===== src/rtl/core/wrp_pkg.sv =====
`timescale 1ns / 1ps

package wrp_pkg;

    // Little-endian four-character codes as they arrive on the byte stream
    localparam logic [31:0] TAG_RIFF = 32'h4646_4952;
    localparam logic [31:0] TAG_WEBP = 32'h5042_4557;
    localparam logic [31:0] TAG_VP8  = 32'h2038_5056;
    localparam logic [31:0] TAG_VP8L = 32'h4C38_5056;
    localparam logic [31:0] TAG_VP8X = 32'h5838_5056;
    localparam logic [31:0] TAG_ALPH = 32'h4850_4C41;

    localparam logic [31:0] HEADER_MIN = 32'd12;
    localparam logic [31:0] SIZE_BAD   = 32'hFFFF_FFFF;

    // Result kinds
    localparam logic [1:0] KIND_LOSSY    = 2'd0;
    localparam logic [1:0] KIND_LOSSLESS = 2'd1;
    localparam logic [1:0] KIND_ALPHA    = 2'd2;
    localparam logic [1:0] KIND_STATUS   = 2'd3;

    // End-of-packet status codes
    localparam logic [2:0] ST_OK         = 3'd0;
    localparam logic [2:0] ST_SHORT      = 3'd1;
    localparam logic [2:0] ST_NO_RIFF    = 3'd2;
    localparam logic [2:0] ST_RIFF_SIZE  = 3'd3;
    localparam logic [2:0] ST_NO_WEBP    = 3'd4;
    localparam logic [2:0] ST_CHUNK_SIZE = 3'd5;
    localparam logic [2:0] ST_NO_IMAGE   = 3'd6;

    typedef struct packed {
        logic [1:0]  kind;
        logic [7:0]  data;
        logic [2:0]  status;
        logic [24:0] width;
        logic [24:0] height;
        logic [4:0]  flags;
        logic        alpha_acc;
        logic        last;
    } result_t;

    typedef struct packed {
        logic    valid;
        result_t res;
    } res_slot_t;

endpackage


===== src/rtl/core/wrp_parser.sv =====
`timescale 1ns / 1ps

module wrp_parser #(
    parameter int SIZE_BITS = 32
) (
    input  logic               clk,
    input  logic               rst_n,
    input  logic               step,
    input  logic [7:0]         in_byte,
    input  logic               in_last,
    output wrp_pkg::res_slot_t slot_byte,
    output wrp_pkg::res_slot_t slot_status
);
    import wrp_pkg::*;

    typedef enum logic [3:0] {
        PH_RIFF, PH_RSIZE, PH_WEBP, PH_CTYPE, PH_CSIZE, PH_SKIP, PH_IMAGE,
        PH_VP8X, PH_AHDR, PH_ADATA, PH_ERR
    } phase_t;

    phase_t      phase_reg, phase_next;
    logic [31:0] bpos_reg, bpos_next;
    logic [3:0]  fs_reg, fs_next;
    logic [31:0] riff_reg, riff_next;
    logic [31:0] ctype_reg, ctype_next;
    logic [31:0] cleft_reg, cleft_next;
    logic        image_reg, image_next;
    logic        dims_reg, dims_next;
    logic [23:0] wf_reg, wf_next;
    logic [23:0] hf_reg, hf_next;
    logic [4:0]  flags_reg, flags_next;
    logic [48:0] aleft_reg, aleft_next;
    logic [2:0]  err_reg, err_next;
    logic        aok_reg, aok_next;
    logic [48:0] area_reg;

    logic [24:0] w_cur, h_cur, w_fin, h_fin;
    logic [31:0] byte_sh, size_w, cleft_dec;
    logic        field_done, in_body, riff_big;
    logic [2:0]  st;

    // Area of the frame, ready long before any ALPH header can follow VP8X
    assign w_cur = dims_reg ? ({1'b0, wf_reg} + 25'd1) : '0;
    assign h_cur = dims_reg ? ({1'b0, hf_reg} + 25'd1) : '0;

    always_ff @(posedge clk)
    begin
        area_reg <= 49'(w_cur * h_cur);
    end

    assign byte_sh    = {24'd0, in_byte} << {fs_reg[1:0], 3'b000};
    assign field_done = (fs_reg[1:0] == 2'd3);
    assign size_w     = cleft_reg | byte_sh;
    assign cleft_dec  = (cleft_reg != '0) ? cleft_reg - 32'd1 : cleft_reg;

    // Advance the parse state by one byte
    always_comb
    begin
        phase_next = phase_reg;
        bpos_next  = (bpos_reg != '1) ? bpos_reg + 32'd1 : bpos_reg;
        fs_next    = fs_reg;
        riff_next  = riff_reg;
        ctype_next = ctype_reg;
        cleft_next = cleft_reg;
        image_next = image_reg;
        dims_next  = dims_reg;
        wf_next    = wf_reg;
        hf_next    = hf_reg;
        flags_next = flags_reg;
        aleft_next = aleft_reg;
        err_next   = err_reg;
        aok_next   = aok_reg;
        slot_byte  = '0;

        unique case (phase_reg)
            PH_RIFF, PH_WEBP, PH_CTYPE:
            begin
                ctype_next = ctype_reg | byte_sh;
                fs_next    = fs_reg + 4'd1;
                if (field_done)
                begin
                    fs_next = '0;
                    if (phase_reg == PH_RIFF)
                    begin
                        if (ctype_next != TAG_RIFF)
                        begin
                            err_next   = ST_NO_RIFF;
                            phase_next = PH_ERR;
                        end
                        else
                        begin
                            phase_next = PH_RSIZE;
                        end
                        ctype_next = '0;
                    end
                    else if (phase_reg == PH_WEBP)
                    begin
                        if (ctype_next != TAG_WEBP)
                        begin
                            err_next   = ST_NO_WEBP;
                            phase_next = PH_ERR;
                        end
                        else
                        begin
                            phase_next = PH_CTYPE;
                            ctype_next = '0;
                        end
                    end
                    else
                    begin
                        phase_next = PH_CSIZE;
                        cleft_next = '0;
                    end
                end
            end
            PH_RSIZE:
            begin
                riff_next = riff_reg | byte_sh;
                fs_next   = fs_reg + 4'd1;
                if (field_done)
                begin
                    fs_next    = '0;
                    phase_next = PH_WEBP;
                    ctype_next = '0;
                end
            end
            PH_CSIZE:
            begin
                cleft_next = size_w;
                fs_next    = fs_reg + 4'd1;
                if (field_done)
                begin
                    if (size_w == SIZE_BAD || (size_w >> SIZE_BITS) != '0)
                    begin
                        err_next   = ST_CHUNK_SIZE;
                        phase_next = PH_ERR;
                    end
                    else
                    begin
                        // Round an odd size up to the pad byte
                        cleft_next = size_w + {31'd0, size_w[0]};
                        fs_next    = '0;
                        if (ctype_reg == TAG_VP8 || ctype_reg == TAG_VP8L)
                        begin
                            phase_next = image_reg ? PH_SKIP : PH_IMAGE;
                            image_next = 1'b1;
                        end
                        else if (ctype_reg == TAG_VP8X)
                        begin
                            dims_next  = 1'b1;
                            wf_next    = '0;
                            hf_next    = '0;
                            flags_next = '0;
                            phase_next = PH_VP8X;
                        end
                        else if (ctype_reg == TAG_ALPH)
                        begin
                            phase_next = PH_AHDR;
                        end
                        else
                        begin
                            phase_next = PH_SKIP;
                        end
                        if (cleft_next == '0)
                        begin
                            phase_next = PH_CTYPE;
                            ctype_next = '0;
                        end
                    end
                end
            end
            PH_SKIP, PH_IMAGE, PH_VP8X, PH_AHDR, PH_ADATA:
            begin
                cleft_next = cleft_dec;
                if (phase_reg == PH_IMAGE)
                begin
                    slot_byte.valid    = 1'b1;
                    slot_byte.res.kind = (ctype_reg == TAG_VP8) ? KIND_LOSSY : KIND_LOSSLESS;
                    slot_byte.res.data = in_byte;
                end
                else if (phase_reg == PH_VP8X)
                begin
                    unique case (fs_reg)
                        4'd0:    flags_next      = in_byte[5:1];
                        4'd4:    wf_next[7:0]    = wf_reg[7:0] | in_byte;
                        4'd5:    wf_next[15:8]   = wf_reg[15:8] | in_byte;
                        4'd6:    wf_next[23:16]  = wf_reg[23:16] | in_byte;
                        4'd7:    hf_next[7:0]    = hf_reg[7:0] | in_byte;
                        4'd8:    hf_next[15:8]   = hf_reg[15:8] | in_byte;
                        4'd9:    hf_next[23:16]  = hf_reg[23:16] | in_byte;
                        default: ;
                    endcase
                    if (fs_reg < 4'd10)
                    begin
                        fs_next = fs_reg + 4'd1;
                    end
                end
                else if (phase_reg == PH_AHDR)
                begin
                    // Accept only raw, unfiltered, unprocessed alpha
                    if (in_byte[5:0] == 6'd0)
                    begin
                        aok_next   = 1'b1;
                        aleft_next = area_reg;
                        phase_next = PH_ADATA;
                    end
                    else
                    begin
                        phase_next = PH_SKIP;
                    end
                end
                else if (phase_reg == PH_ADATA)
                begin
                    if (aleft_reg != '0)
                    begin
                        aleft_next         = aleft_reg - 49'd1;
                        slot_byte.valid    = 1'b1;
                        slot_byte.res.kind = KIND_ALPHA;
                        slot_byte.res.data = in_byte;
                    end
                end
                if (cleft_dec == '0)
                begin
                    phase_next = PH_CTYPE;
                    fs_next    = '0;
                    ctype_next = '0;
                end
            end
            default: ;
        endcase
    end

    // Build the end-of-packet status from the updated state
    assign w_fin    = dims_next ? ({1'b0, wf_next} + 25'd1) : '0;
    assign h_fin    = dims_next ? ({1'b0, hf_next} + 25'd1) : '0;
    assign in_body  = (phase_next == PH_SKIP || phase_next == PH_IMAGE ||
                       phase_next == PH_VP8X || phase_next == PH_AHDR ||
                       phase_next == PH_ADATA) && (cleft_next != '0);
    assign riff_big = (riff_next >> SIZE_BITS) != '0;

    always_comb
    begin
        priority if (bpos_next < HEADER_MIN)
            st = ST_SHORT;
        else if (err_next == ST_NO_RIFF)
            st = ST_NO_RIFF;
        else if (riff_big || (bpos_next - 32'd8) < riff_next)
            st = ST_RIFF_SIZE;
        else if (err_next != ST_OK)
            st = err_next;
        else if (in_body)
            st = ST_CHUNK_SIZE;
        else if (!image_next)
            st = ST_NO_IMAGE;
        else
            st = ST_OK;
    end

    always_comb
    begin
        slot_status               = '0;
        slot_status.valid         = step && in_last;
        slot_status.res.kind      = KIND_STATUS;
        slot_status.res.status    = st;
        slot_status.res.width     = w_fin;
        slot_status.res.height    = h_fin;
        slot_status.res.flags     = flags_next;
        slot_status.res.alpha_acc = aok_next;
        slot_status.res.last      = 1'b1;
    end

    // Hold state; drop back to the packet start after the last byte
    always_ff @(posedge clk or negedge rst_n)
    begin
        if (!rst_n)
        begin
            phase_reg <= PH_RIFF;
            bpos_reg  <= '0;
            fs_reg    <= '0;
            riff_reg  <= '0;
            ctype_reg <= '0;
            cleft_reg <= '0;
            image_reg <= 1'b0;
            dims_reg  <= 1'b0;
            wf_reg    <= '0;
            hf_reg    <= '0;
            flags_reg <= '0;
            aleft_reg <= '0;
            err_reg   <= '0;
            aok_reg   <= 1'b0;
        end
        else if (step)
        begin
            if (in_last)
            begin
                phase_reg <= PH_RIFF;
                bpos_reg  <= '0;
                fs_reg    <= '0;
                riff_reg  <= '0;
                ctype_reg <= '0;
                cleft_reg <= '0;
                image_reg <= 1'b0;
                dims_reg  <= 1'b0;
                wf_reg    <= '0;
                hf_reg    <= '0;
                flags_reg <= '0;
                aleft_reg <= '0;
                err_reg   <= '0;
                aok_reg   <= 1'b0;
            end
            else
            begin
                phase_reg <= phase_next;
                bpos_reg  <= bpos_next;
                fs_reg    <= fs_next;
                riff_reg  <= riff_next;
                ctype_reg <= ctype_next;
                cleft_reg <= cleft_next;
                image_reg <= image_next;
                dims_reg  <= dims_next;
                wf_reg    <= wf_next;
                hf_reg    <= hf_next;
                flags_reg <= flags_next;
                aleft_reg <= aleft_next;
                err_reg   <= err_next;
                aok_reg   <= aok_next;
            end
        end
    end

    a_packet_restart: assert property (@(posedge clk) disable iff (!rst_n)
        (step && in_last) |=> (phase_reg == PH_RIFF && bpos_reg == '0))
        else $error("parser did not restart after packet end");

    a_alpha_flag: assert property (@(posedge clk) disable iff (!rst_n)
        (phase_reg == PH_ADATA) |-> aok_reg)
        else $error("alpha data phase without accepted alpha header");

endmodule


===== src/rtl/core/wrp_out_fifo.sv =====
`timescale 1ns / 1ps

module wrp_out_fifo (
    input  logic               clk,
    input  logic               rst_n,
    input  wrp_pkg::res_slot_t slot_a,
    input  wrp_pkg::res_slot_t slot_b,
    output logic               room,
    output logic               out_valid,
    input  logic               out_stall,
    output wrp_pkg::result_t   out_res
);
    import wrp_pkg::*;

    localparam int DEPTH = 4;
    localparam int PW    = $clog2(DEPTH);

    result_t         mem [DEPTH];
    logic [PW-1:0]   wp_reg, rp_reg;
    logic [PW:0]     count_reg, count_next;
    logic [PW:0]     push_cnt;
    logic            pop;
    logic [PW-1:0]   wp_b;

    assign push_cnt  = (PW+1)'(slot_a.valid) + (PW+1)'(slot_b.valid);
    assign out_valid = (count_reg != '0);
    assign out_res   = mem[rp_reg];
    assign pop       = out_valid && !out_stall;
    assign room      = (count_reg <= (PW+1)'(DEPTH - 2));
    assign wp_b      = slot_a.valid ? wp_reg + PW'(1) : wp_reg;
    assign count_next = count_reg + push_cnt - (PW+1)'(pop);

    // Store up to two results per cycle, in order
    always_ff @(posedge clk)
    begin
        if (slot_a.valid)
        begin
            mem[wp_reg] <= slot_a.res;
        end
        if (slot_b.valid)
        begin
            mem[wp_b] <= slot_b.res;
        end
    end

    // Advance pointers and occupancy
    always_ff @(posedge clk or negedge rst_n)
    begin
        if (!rst_n)
        begin
            wp_reg    <= '0;
            rp_reg    <= '0;
            count_reg <= '0;
        end
        else
        begin
            wp_reg    <= wp_reg + push_cnt[PW-1:0];
            rp_reg    <= rp_reg + PW'(pop);
            count_reg <= count_next;
        end
    end

    a_no_overflow: assert property (@(posedge clk) disable iff (!rst_n)
        (push_cnt != '0) |-> ((count_reg + push_cnt) <= (PW+1)'(DEPTH)))
        else $error("result queue overflow");

endmodule


===== src/rtl/core/webp_riff_chunk_parser_core.sv =====
`timescale 1ns / 1ps

// Streaming WebP container parser. Takes one file byte per cycle with in_last
// on the packet's final byte, and returns the padded payload of the first
// VP8/VP8L chunk, the raw alpha bytes of an uncompressed ALPH chunk (capped at
// width*height from VP8X) and one end status with dimensions and feature flags.
// Each accepted byte is registered in the input register, parsed once the
// result queue has room and written into that queue, whose head drives the
// output. Sustained rate is one byte per cycle while the input is not
// stalled; a final byte that also forwards a payload byte yields two
// results, which the four-entry result queue drains at one per cycle, so
// input stalls only when the output side stalls or such pairs arrive densely.
// No clearing pass after reset: the block accepts bytes from the first cycle.
module webp_riff_chunk_parser_core #(
    parameter int SIZE_BITS = 32
) (
    input  logic        clk,
    input  logic        rst_n,
    input  logic        in_valid,
    output logic        in_stall,
    input  logic [7:0]  in_byte,
    input  logic        in_last,
    output logic        out_valid,
    input  logic        out_stall,
    output logic [1:0]  out_kind,
    output logic [7:0]  out_byte,
    output logic [2:0]  status,
    output logic [24:0] image_width,
    output logic [24:0] image_height,
    output logic [4:0]  feature_flags,
    output logic        alpha_accepted,
    output logic        out_last
);
    import wrp_pkg::*;

    logic       in_valid_reg;
    logic [7:0] in_byte_reg;
    logic       in_last_reg;
    logic       room;
    logic       advance;
    logic       accept;
    res_slot_t  slot_byte, slot_status;
    res_slot_t  slot_a, slot_b;
    result_t    out_res;

    assign advance  = in_valid_reg && room;
    assign in_stall = in_valid_reg && !room;
    assign accept   = in_valid && !in_stall;

    // Capture each input transfer
    always_ff @(posedge clk or negedge rst_n)
    begin
        if (!rst_n)
        begin
            in_valid_reg <= 1'b0;
        end
        else if (accept)
        begin
            in_valid_reg <= 1'b1;
        end
        else if (advance)
        begin
            in_valid_reg <= 1'b0;
        end
    end

    always_ff @(posedge clk)
    begin
        if (accept)
        begin
            in_byte_reg <= in_byte;
            in_last_reg <= in_last;
        end
    end

    wrp_parser #(
        .SIZE_BITS (SIZE_BITS)
    ) u_parser (
        .clk         (clk),
        .rst_n       (rst_n),
        .step        (advance),
        .in_byte     (in_byte_reg),
        .in_last     (in_last_reg),
        .slot_byte   (slot_byte),
        .slot_status (slot_status)
    );

    // Gate parser results with the step that produced them
    always_comb
    begin
        slot_a       = slot_byte;
        slot_a.valid = slot_byte.valid && advance;
        slot_b       = slot_status;
        slot_b.valid = slot_status.valid && advance;
    end

    wrp_out_fifo u_out_fifo (
        .clk       (clk),
        .rst_n     (rst_n),
        .slot_a    (slot_a),
        .slot_b    (slot_b),
        .room      (room),
        .out_valid (out_valid),
        .out_stall (out_stall),
        .out_res   (out_res)
    );

    assign out_kind       = out_res.kind;
    assign out_byte       = out_res.data;
    assign status         = out_res.status;
    assign image_width    = out_res.width;
    assign image_height   = out_res.height;
    assign feature_flags  = out_res.flags;
    assign alpha_accepted = out_res.alpha_acc;
    assign out_last       = out_res.last;

    a_last_is_status: assert property (@(posedge clk) disable iff (!rst_n)
        (out_valid && out_last) |-> (out_kind == KIND_STATUS))
        else $error("packet end flag on a byte result");

    a_byte_fields_clear: assert property (@(posedge clk) disable iff (!rst_n)
        (out_valid && out_kind != KIND_STATUS) |->
            (status == ST_OK && image_width == '0 && !out_last))
        else $error("byte result carries status fields");

endmodule

===== config.mk =====
export PLATFORM = sky130hd
export DESIGN_NAME = webp_riff_chunk_parser_core
export DESIGN_NICKNAME = d
export VERILOG_FILES = /design/src/rtl/core/wrp_pkg.sv /design/src/rtl/core/wrp_parser.sv /design/src/rtl/core/wrp_out_fifo.sv /design/src/rtl/core/webp_riff_chunk_parser_core.sv
export SDC_FILE = /design/constraint.sdc
export NUM_CORES = 2
export LEC_CHECK = 0
export ABC_CLOCK_PERIOD_IN_PS = 11950
export BUFFER_PORTS_ARGS = -buffer_cell sky130_fd_sc_hd__buf_2
export CORE_ASPECT_RATIO = 1.25
export CORE_UTILIZATION = 54
export CTS_CLUSTER_DIAMETER = 40
export DETAILED_ROUTE_END_ITERATION = 7
export PLACE_DENSITY = 0.73
export SLEW_MARGIN = 20
export SYNTH_ARGS = -nofsm -noshare
export SYNTH_HDL_FRONTEND = slang
export SYNTH_HIERARCHICAL = 1
export SYNTH_SLANG_ARGS = --single-unit

===== constraint.sdc =====
create_clock -name clk -period 11.95 [get_ports clk]
set_clock_uncertainty 0.05 [all_clocks]
set_input_delay 1.195 -clock clk [delete_from_list [all_inputs] [get_ports clk]]
set_output_delay 1.195 -clock clk [all_outputs]
set_load 0.1 [all_outputs]

==> results.md <==
- Outcome: finished, final reports clean
- Detailed Route WL: 171000 um
- Min-Delay Path Class: reg2reg
- RSZ-0062 raised after global routing: false
- Hpwl dp: 123000 um
- Placed cells: 7022
- Io pins: 85
- Asr flop ratio synth: 0.427
- Total gr overflow: 0
- Port bufs: 84
- Max frequency: 98.3 MHz
- Post_cts resized: 0
- Area grow syn2layout: 7.38%
- Avg Inst Size Synth: 9.55 sq um
- Final period utilization: 0.851
- Final min period: 10.17 ns
- Setup WS pre-CTS: 1.87 ns
- Die X-Extent: 290 um
- Max stage delay cell, worst path: nor2b_1
- Die height: 362 um
- CTS Sinks: 590
- Layout Cells excl Fill: 7182
- Register area share after synthesis: 0.285
- NumNets Final: 6551
- Final ANT Viol Nets: 0
- Gate Count Post-Synth: 5872
- Share of layout cells above drive strength 1: 0.128
- Core box area: 102000 sq um
- R2r endpoint: u_parser/area_reg[47]
- Fin. Hold Viols: 0
- Antenna violations before repair: 2
- TritonRoute pass-1 iters: 6
- Worst Setup Slack, final: 1.78 ns
- Critical path's top delay family: adder cells
- Largest net degree at the start of global routing: 76
- Post-CTS Repair Setup Buffers: 0
- Ys Warns: 6
- Hold WS: 0.436 ns
- Setup-failing EPs final: 0
- Clk Latency, worst-skew pair: 0.66 ns
- EDFF count, synth: 289
- Stages on the worst setup path: 34
- WL/cell: 23.7 um
- RePlAce Congestion: 0.994
- CTS Buf Count: 85
- Placement Cell Area: 57200 sq um
- Crit end category: flop
- Min-delay src: u_parser/err_reg[2]
- CP peak stage delay: 0.81 ns
- Clk root buf: clkbuf_16
- Max reg flops: 280
- Most frequent CP cell: fa_1
- R2R setup slack: 1.78 ns
- PwrDens: 157 nW/um^2
- FF+latch count, synth: 590
- Setup tns final: 0 ns
- Row count: 131
- Total vias in the final route: 44700
- H-Tree Level Count: 3
- Leakage power: 25.1 nW
- Total of max-cap violations: 0
- Crit path launch type: flop
- Total power: 9.46 mW
- Peak VDD IR: 0.000243 V
- First DRT Iteration DRCs: 4287
- Worst-margin pin slew: 1.11 ns
- Worst r2r src: u_parser/wf_reg[3]
- Post-DR vias/cell: 6.22
- Initial Util: 0.547
- Setup CP Type: reg2reg
- First-pass GRT wire length: 265000 um
- Slew HR: 0.248
- DRC viols: 0
- Number of global-route vias before repair: 45300
- Worst Hold Path Cells: 1
- Distinct cells, synth: 114
- CTS tree: yes
- Min-Delay Endpoint: u_parser/err_reg[2]
- WP data arrival: 10.64 ns
- Die area: 105000 sq um
- Cts hold-fix bufs: 0
- Post-Route Utilization: 0.588
- Synth Cell Area: 56100 sq um
- Post-route design area: 60200 sq um
- Reg clk slew, reported paths: 0.06 ns
- Worst-case clock buffer depth: 3
- Final Max Tran Viols: 0
- Worst Path Buf+Inv: 2
- R2r worst-path depth: 34
- Max FO, Critical Path: 11
- Total global-route track usage: 0.327
- Post-synth top flop: edfxtp_1
- Required time worst endpoint: 12.42 ns
-- how the worst max path moves through the flow --
stage | start | to | slack, ns
after detailed placement | u_parser/wf_reg[3] | u_parser/area_reg[47] | 1.87
after floorplan | u_parser/wf_reg[3] | u_parser/area_reg[47] | 3.00
after CTS | u_parser/wf_reg[3] | u_parser/area_reg[47] | 1.82
after global routing | u_parser/wf_reg[3] | u_parser/area_reg[47] | 1.20
after global placement | u_parser/wf_reg[3] | u_parser/area_reg[47] | 1.98
final | u_parser/wf_reg[3] | u_parser/area_reg[47] | 1.78
-- synthesized netlist by cell type (all sizes together) (89+ instances only) --
cell / n / area [sq um]
inv: 616 / 2310
nor2: 576 / 2160
nand2: 575 / 2160
fa: 526 / 10500
clkbuf: 307 / 1160
edfxtp: 289 / 8680
mux2: 285 / 3210
a21oi: 264 / 1330
dfrtp: 252 / 6310
ha: 233 / 2920
o21ai: 223 / 1120
buf: 154 / 1130
nor3: 150 / 787
xnor2: 126 / 1100
a31oi: 95 / 601
xor2: 90 / 788
nand3: 89 / 450
-- cell usage in the layout, fill, tap and decap left out, types with 26 or more instances in the layout --
master / Yosys / final
inv_1: 615 / 615
nand2_1: 574 / 572
nor2_1: 575 / 571
fa_1: 526 / 526
edfxtp_1: 289 / 289
a21oi_1: 263 / 262
dfrtp_1: 252 / 249
mux2_2: 236 / 236
ha_1: 233 / 233
o21ai_0: 219 / 218
nor3_1: 144 / 141
buf_4: 85 / 128
xnor2_1: 126 / 126
a31oi_1: 94 / 94
xor2_1: 90 / 90
nand3_1: 88 / 88
clkbuf_16: 0 / 87
buf_2: 35 / 83
and2_1: 83 / 82
conb_1: 2 / 71
mux4_2: 70 / 70
nand2b_1: 66 / 66
a21o_1: 61 / 59
nor2b_1: 65 / 58
o2bb2ai_1: 51 / 51
mux2_1: 49 / 49
dfxtp_1: 49 / 49
nand4_1: 46 / 46
and3_1: 44 / 44
nor4_1: 38 / 37
or3_1: 31 / 31
o22ai_1: 30 / 30
a22o_1: 27 / 27
a22oi_1: 26 / 26
-- per-layer routing --
metal | vias up | global-route usage | share of wire
li1 | 19600 | - | -
met1 | 22300 | 0.397 | 0.37
met2 | 2175 | 0.544 | 0.48
met3 | 618 | 0.0552 | 0.079
met4 | 0 | 0.203 | 0.070
met5 | - | 0 | 0
-- final cells by class --
cell class	instances	area (sq um)
Tap cell	1330	1660
Timing Repair Buffer	212	1390
Sequential cell	590	16000
Clock buffer	108	2300
Multi-Input combinational cell	4272	35900
Fill cell	8645	42300
Inverter	618	2320
Clock inverter	51	661
Antenna cell	1	2.50
-- power breakdown --
part | switching [mW] | internal, mW
Sequential | 0.334 | 2.37
Combinational | 2.98 | 1.19
Clock | 1.02 | 1.57
-- logic make-up (layout without fill, tap and decap cells) --
group,count (synthesis),in the layout,share of synthesized area
simple gates,1887,1887,0.160
xor+xnor,216,216,0.0338
other cells,2,72,0.000134
mux,371,371,0.0882
compound gates,968,968,0.111
buf+inv,1079,989,0.0821
fa+ha+maj,759,759,0.240
flops,590,590,0.285
(Power assumes the default switching activity.)
